`config.mk`:
```
export PLATFORM = sky130hd
export DESIGN_NAME = conv3_mac
export DESIGN_NICKNAME = d
export VERILOG_FILES = /design/src/rtl/conv3_pkg.sv /design/src/rtl/conv3_mac.sv
export SDC_FILE = /design/constraint.sdc
export NUM_CORES = 2
export LEC_CHECK = 0
export ABC_CLOCK_PERIOD_IN_PS = 6900
export BUFFER_PORTS_ARGS = -buffer_cell sky130_fd_sc_hd__buf_2
export CAP_MARGIN = 5
export CORE_MARGIN = 5
export CORE_UTILIZATION = 60
export CTS_CLUSTER_SIZE = 40
export DETAILED_ROUTE_END_ITERATION = 7
export PLACE_DENSITY = 0.82
export SYNTH_ARGS = -nofsm -noshare
export SYNTH_HDL_FRONTEND = slang
export SYNTH_SLANG_ARGS = --single-unit
```
`constraint.sdc`:
```
create_clock -name clk -period 6.9 [get_ports clk]
set_input_delay 1.38 -clock clk [delete_from_list [all_inputs] [get_ports clk]]
set_output_delay 1.38 -clock clk [all_outputs]
set_load 0.1 [all_outputs]
```
`src/rtl/conv3_pkg.sv`:
```
`timescale 1ns / 1ps
`default_nettype none
// ----------------------------------------------------------------------------
// conv3_pkg
// Shared widths, register indexes, item codes and types of the 3x3
// zero-padded convolution core.
// ----------------------------------------------------------------------------
package conv3_pkg;

	// Line store geometry (widest supported row)
	localparam int LINE_DEPTH = 1024;
	localparam int COL_W      = $clog2(LINE_DEPTH);

	// Field and register widths
	localparam int PIX_W     = 8;
	localparam int LINE_W    = 2 * PIX_W;
	localparam int WIDTH_W   = 11;
	localparam int HEIGHT_W  = 12;
	localparam int ROW_W     = HEIGHT_W + 1;
	localparam int KROW_W    = 48;
	localparam int COEF_W    = 16;
	localparam int REG_IDX_W = 3;

	// Datapath widths: Q8.8 coefficient times pixel, row sums, total
	localparam int PROD_W = COEF_W + PIX_W + 1;
	localparam int RSUM_W = PROD_W + 2;
	localparam int ACC_W  = RSUM_W + 1;

	// Configuration register indexes
	localparam logic [REG_IDX_W-1:0] REG_IMAGE_WIDTH   = 3'd0;
	localparam logic [REG_IDX_W-1:0] REG_IMAGE_HEIGHT  = 3'd1;
	localparam logic [REG_IDX_W-1:0] REG_KERNEL_TOP    = 3'd2;
	localparam logic [REG_IDX_W-1:0] REG_KERNEL_MIDDLE = 3'd3;
	localparam logic [REG_IDX_W-1:0] REG_KERNEL_BOTTOM = 3'd4;

	// Input item codes
	localparam logic OP_PIXEL = 1'b0;
	localparam logic OP_DRAIN = 1'b1;

	// Reset values
	localparam logic [WIDTH_W-1:0]  WIDTH_RESET   = WIDTH_W'(LINE_DEPTH);
	localparam logic [HEIGHT_W-1:0] HEIGHT_RESET  = HEIGHT_W'(1);
	localparam logic [KROW_W-1:0]   KMID_RESET    = 48'h0000_0100_0000;

	typedef logic [PIX_W-1:0]  pix_t;
	typedef pix_t [8:0]        win_t;
	typedef logic [KROW_W-1:0] krow_t;
	typedef krow_t [2:0]       kernel_t;

	// Which window rows and columns lie inside the frame, and end of frame
	typedef struct packed {
		logic [2:0] row_ok;
		logic [2:0] col_ok;
		logic       last;
	} pos_t;

endpackage
`default_nettype wire

```
`src/rtl/conv3_mac.sv`:
```
`timescale 1ns / 1ps
`default_nettype none
// ----------------------------------------------------------------------------
// conv3_mac
// Nine masked coefficient products, three row sums, final sum with clamp to
// 0..255 and the output register. Three stages with valid/ready between.
// ----------------------------------------------------------------------------
module conv3_mac import conv3_pkg::*; (
	input  wire logic             clk,
	input  wire logic             arst_n,
	input  wire logic             load,
	output logic                  ready,
	input  wire win_t             win,
	input  wire pos_t             pos,
	input  wire kernel_t          kernel,
	output logic                  out_valid,
	input  wire logic             out_ready,
	output logic      [PIX_W-1:0] pixel_out,
	output logic                  frame_last
);

	logic signed [COEF_W-1:0] coef [9];
	logic signed [PIX_W:0]    opnd [9];
	logic signed [PROD_W-1:0] prod [9];
	logic signed [PROD_W-1:0] prod_s2 [9];
	logic                     valid_s2;
	logic                     last_s2;
	logic signed [RSUM_W-1:0] rsum [3];
	logic signed [RSUM_W-1:0] rsum_s3 [3];
	logic                     valid_s3;
	logic                     last_s3;
	logic signed [ACC_W-1:0]  acc;
	logic [ACC_W-9:0]         acc_int;
	logic [PIX_W-1:0]         pix_clamped;
	logic                     out_valid_q;
	logic [PIX_W-1:0]         pixel_q;
	logic                     last_q;
	logic                     move_s2;
	logic                     move_s3;

	// Stage handshakes
	assign move_s3 = valid_s3 && (!out_valid_q || out_ready);
	assign move_s2 = valid_s2 && (!valid_s3 || move_s3);
	assign ready   = !valid_s2 || move_s2;

	// Mask neighbors outside the frame and multiply
	for (genvar gi = 0; gi < 3; gi++) begin : g_row
		for (genvar gj = 0; gj < 3; gj++) begin : g_col
			localparam int K = gi * 3 + gj;
			assign coef[K] = kernel[gi][COEF_W*gj +: COEF_W];
			assign opnd[K] = (pos.row_ok[gi] && pos.col_ok[gj]) ? {1'b0, win[K]} : '0;
			assign prod[K] = PROD_W'(coef[K]) * PROD_W'(opnd[K]);
		end
	end

	// Sum each kernel row
	for (genvar gr = 0; gr < 3; gr++) begin : g_rsum
		assign rsum[gr] = RSUM_W'(prod_s2[3*gr]) + RSUM_W'(prod_s2[3*gr+1])
			+ RSUM_W'(prod_s2[3*gr+2]);
	end

	// Total, truncate the fraction, clamp to pixel range
	assign acc     = ACC_W'(rsum_s3[0]) + ACC_W'(rsum_s3[1]) + ACC_W'(rsum_s3[2]);
	assign acc_int = acc[ACC_W-1:8];
	always_comb begin
		if (acc[ACC_W-1]) begin
			pix_clamped = '0;
		end else if (acc_int[ACC_W-9:PIX_W] != '0) begin
			pix_clamped = '1;
		end else begin
			pix_clamped = acc_int[PIX_W-1:0];
		end
	end

	// Control of the three stages
	always_ff @(posedge clk or negedge arst_n) begin
		if (!arst_n) begin
			valid_s2    <= 1'b0;
			valid_s3    <= 1'b0;
			out_valid_q <= 1'b0;
		end else begin
			if (load) begin
				valid_s2 <= 1'b1;
			end else if (move_s2) begin
				valid_s2 <= 1'b0;
			end
			if (move_s2) begin
				valid_s3 <= 1'b1;
			end else if (move_s3) begin
				valid_s3 <= 1'b0;
			end
			if (move_s3) begin
				out_valid_q <= 1'b1;
			end else if (out_ready) begin
				out_valid_q <= 1'b0;
			end
		end
	end

	// Payload of the three stages
	always_ff @(posedge clk) begin
		if (load) begin
			prod_s2 <= prod;
			last_s2 <= pos.last;
		end
		if (move_s2) begin
			rsum_s3 <= rsum;
			last_s3 <= last_s2;
		end
		if (move_s3) begin
			pixel_q <= pix_clamped;
			last_q  <= last_s3;
		end
	end

	assign out_valid  = out_valid_q;
	assign pixel_out  = pixel_q;
	assign frame_last = last_q;

endmodule
`default_nettype wire

```
# After elaboration in Yosys (flattened, before gate mapping)
# Index checks and enable logic that the tools add are counted.
# W data, S select, Z words.
# word_totals
output_inout_bits	11
ff_bits	320
inputBits	227
word_cells	73
# op_classes
multipliers	9
n_reduce_logical	21
add_sub_neg	8
mux	16
# ops
cell	n
$mul A16 B9 Y25	9
$add A26 B25 Y27	3
$mux W8	10
$add A25 B25 Y26	3
$add A27 B27 Y28	1
$add A28 B27 Y28	1
$reduce_bool A12 Y1	1
$logic_and A1 B1 Y1	11
$mux W1	6
$reduce_bool A2 Y1	3
$logic_not A1 Y1	3
$logic_or A1 B1 Y1	3

# Depth between registers and ports, before layout
# depth
word_depth	7
depth_mapped	24
mapped_depth_nobuf	20

# Worst setup path before layout
# Ideal clock, no wire load.
# synth_path
path_kind	input-to-reg
from	input port pos[4] (netlist name)
to	register prod_s2[224] (netlist name) (data pin)
setup_ns	0.259
arrival_ns	6.604
setup_slack_ns	0.036
cell_stages	23
t_required_ns	6.641
cell_sequence	clkbuf_1 clkbuf_1 and3_1 clkbuf_1 clkbuf_1 nand2_1 fa_1 inv_1 fa_1 inv_1 fa_1 fa_1 inv_1 ha_1 and3_1 a2111oi_4 o211ai_1 a41oi_1 a211oi_1 o21a_1 o21ai_1 a21oi_1 xnor2_1
# synth_lines
element	line_no	text
start: declaration	conv3_mac.sv:14	input wire pos_t pos,
end signal: assignment	conv3_mac.sv:103	prod_s2 <= prod;
end: declaration	conv3_mac.sv:25	logic signed [PROD_W-1:0] prod_s2 [9];

==> results.txt <==
- Class of the worst hold path: reg2reg
- Nature of the critical path startpoint: input pin
- Max clock buf depth: 3
- The number of antenna violations at the first check in global routing came to 9.
* Final number of setup-violating endpoints: 0
* Multi-input logic area: 0.04264 sq mm
- Kind of capture point of the worst setup path: flip-flop
* Met3 usage: 0.03951
* Initial standard-cell utilization of the core: 0.6022
* Sequential fraction of the synthesis area: 0.1655
* Hold_ws: 407.0 ps
- After global routing the overflow that remains totals 0.
- HPWL after detailed placement: 110.3 mm
- Ys async rst share: 0.009375
- Die Span Y: 320.9 microns
* Leakage power summed over all cells: 32.15 nW
- Placeable core region: 0.09628 sq mm
- Routed WL: 130.7 mm
- Cell taking the most area after synthesis: sky130_fd_sc_hd__fa_1
* Slowest cell delay on critical path: 540 ps
- Crit Path Category: in2reg
- The commonest cells after synthesis are 1394 x sky130_fd_sc_hd__inv_1, 1022 x sky130_fd_sc_hd__fa_1, 639 x sky130_fd_sc_hd__and2_1, 629 x sky130_fd_sc_hd__nand2_1, 551 x sky130_fd_sc_hd__ha_1.
* Total Routing Usage GR: 0.2615
- The number of placed instances, taps included, is 7526.
- In this run the critical register-to-register path is launched from prod_s2[1].
- The net count of the finished layout is 8090.
- For this run, global-route usage on met1 was measured as 0.3396.
- In this run, synthesis produced a sequential element count of 320.
- Worst Hold Depth: 0
- CTS built an H-tree with a depth of 2.
* Iter 0 DRT Violations: 2802
* Post_cts resized: 0
* Number of enable-type register cells in the synthesized netlist: 317
- Buffer cell driving the clock tree root: sky130_fd_sc_hd__clkbuf_16
- Ys Warns: 0
- Least setup slack across all paths after layout: 484.9 ps
* Site Rows: 114
* IR drop worst, VDD: 420.1 uV
- Num Clock Sinks: 320
- The run finished with clean final reports.
* Avg Cell Area, Syn: 9.610 sq um
- Worst path top cell family by delay: adder cells
- Average wire per cell in the routed design: 17.19 microns
* Number of port buffers: 237
- Total number of vias: 41430
* Pwr Density: 260.9 mW/mm^2
- Insertion delay of the later-clocked pin in the worst-skew pair: 580 ps
- Yosys cell types: 84
- Number of hold violations in the final report: 0
* Largest net degree at the start of global routing: 133
- The slowest stage of the critical path belongs to the cell sky130_fd_sc_hd__and3_1.
- Hold wc startpoint: last_s3
* Count of final max-slew check failures: 0
- Across the run, the number of max-cap violations was 0.
* Fraction of final layout cells sized beyond drive strength 1: 0.07278
- Hold worst-path end: frame_last
* Clock slew seen by the registers of the worst setup and hold paths: 60 ps
* Worst endpoint data arrival time: 6740 ps
- Per-cell via count in the routed design: 5.449
* RSZ-0062 raised after global routing: false
- Drt pass-1 iters: 6
- Synthesis produced 6033 cells.
- Num CTS Buffers: 38
- Of all nets on the critical path, the largest fanout is 24.
* R2r worst-path depth: 13
- The number of setup buffers added after CTS is 0.
- Post-CTS Hold Buffers: 0
- From synthesis to final layout, the design area changed by 7.851%.
- Antenna violation net count after detailed routing: 0
- Most common cell in the synthesized netlist: sky130_fd_sc_hd__inv_1
- The worst register-to-register path has a setup slack of 2890 ps.
- Ys flop type: sky130_fd_sc_hd__edfxtp_1
* Most used routing layer: met2
- The number of buffers and inverters on the critical path is 5.
- Met2 track demand over resource in global routing: 0.4607
- The via count of the first global-routing pass was 44500.
- Die width: 320.9 microns
* Setup_tns: 0 ps
* Final Cycle Share: 0.9297
- In this run the critical register-to-register path is captured at rsum_s3[23].
- Non-Filler Instances: 7603
* Portion of synthesized cell area occupied by the leading cell type: 0.3529
- Summing all flip-flop and latch instances after layout gives 0.009594 sq mm.
- Data on the critical path is required at its endpoint by 7230 ps.
- Maximum clock frequency: 155.9 MHz
- Least-Margin Pin Slew: 1068 ps
- On the final layout, the worst clock skew is 21.29 ps.
- The layout has 7421 filler cells.
- Global-route wire length before repair: 220.3 mm
- Final worst path period need: 6415 ps
- Minimum setup slack after placement: -79.65 ps
- For this run, design rule violations remaining after detail routing come to 0.
- Normalized max-slew margin: 0.2881
- TritonCTS built the clock tree.
- Synthesized area: 0.05798 sq mm
* Routability congestion estimate: 0.9318
- Overall die area: 0.1029 sq mm
- Synth area leaders: sky130_fd_sc_hd__fa_1 35%, sky130_fd_sc_hd__edfxtp_1 16%, sky130_fd_sc_hd__ha_1 12%
- Share of the core filled with cells in the final layout: 0.6494
* Synthesized net count: 7833
- Walking the worst path, the cells encountered are buf_2 > and3_1 > buf_4 > nand2_1 > fa_1 > inv_1 > fa_1 > ha_1 > inv_1 > fa_1 > inv_1 > ha_1 > a21o_1 > a21oi_1 > o21bai_1 > a31o_1 > a41o_1 > o41ai_2 > o2111ai_1 > a21oi_1 > xnor2_1.
- In this run the count of I/O pins placed on the die edge is 238.
through the flow:
| step | area (sq um) | total power, W |
|---|---|---|
| finish | 62530 | 0.01631 |
| global route | 62520 | 0.01765 |
| CTS | 62510 | 0.01627 |
| detailed placement | 61180 | 0.01397 |
| global placement | 61180 | 0.01359 |
| floorplan | 57980 | 0.01120 |
area by class of cell:
class | instances | area share
antenna | 7 | 0.0002801
clock buffer | 44 | 0.01623
clock inverter | 26 | 0.005083
sequential | 320 | 0.1534
tap | 1276 | 0.02553
timing repair buffer | 351 | 0.03382
inverter | 1394 | 0.08368
multi-input combinational | 4185 | 0.6819
cells in the final DEF, fill, tap and decap left out, types with 53 or more instances in the layout:
master / count
sky130_fd_sc_hd__inv_1: 1394
sky130_fd_sc_hd__fa_1: 1022
sky130_fd_sc_hd__and2_1: 638
sky130_fd_sc_hd__nand2_1: 629
sky130_fd_sc_hd__ha_1: 551
sky130_fd_sc_hd__edfxtp_1: 317
sky130_fd_sc_hd__buf_2: 236
sky130_fd_sc_hd__xnor2_1: 212
sky130_fd_sc_hd__a21oi_1: 187
sky130_fd_sc_hd__nor2_1: 152
sky130_fd_sc_hd__buf_4: 109
sky130_fd_sc_hd__and3_1: 89
sky130_fd_sc_hd__nor3_1: 66
sky130_fd_sc_hd__xor2_1: 63
sky130_fd_sc_hd__o21ai_0: 62
sky130_fd_sc_hd__a21o_1: 53
logic make-up after synthesis:
kind of cell             count (synthesis)  synth area share
XOR/XNOR                               275           0.04154
adder cells (fa/ha/maj)               1573            0.4718
AO/OA/AOI/OAI                          573           0.06669
multiplexers                             4         0.0006906
flip-flops                             320            0.1655
buffers and inverters                 1528           0.09908
AND/OR/NAND/NOR                       1760            0.1547
how the worst max path moves through the flow:
stage	startpoint	to	slack, ps	depth (start not counted)
after global routing	pos[6]	prod_s2[49]	100	21
after detailed placement	pos[4]	prod_s2[198]	-80	21
after global placement	pos[6]	prod_s2[49]	5	19
after CTS	pos[4]	prod_s2[198]	530	21
final	pos[4]	prod_s2[198]	480	21
after floorplan	pos[4]	prod_s2[224]	40	23
metal layers:
layer	share of wire	vias up	wire (microns)
li1	-	19160	-
met1	0.40	20730	52700
met2	0.50	1260	65300
met3	0.066	267	8574
met4	0.031	6	4095
met5	0.00030	-	39
registers in the layout (all words and copies together), names as in the netlist:
signal	flops
frame_last	1
last_s2	1
last_s3	1
out_valid	1
pixel_out	8
prod_s2	225
rsum_s3	81
valid_s2	1
valid_s3	1
power by group:
part / switching, W / total, W / internal (W)
Combinational: 0.00631 / 0.0105 / 0.00421
Sequential: 0.000443 / 0.00363 / 0.00319
Clock: 0.000877 / 0.00217 / 0.00129
Total: 0.00763 / 0.0163 / 0.00869
(Power assumes the default switching activity.)
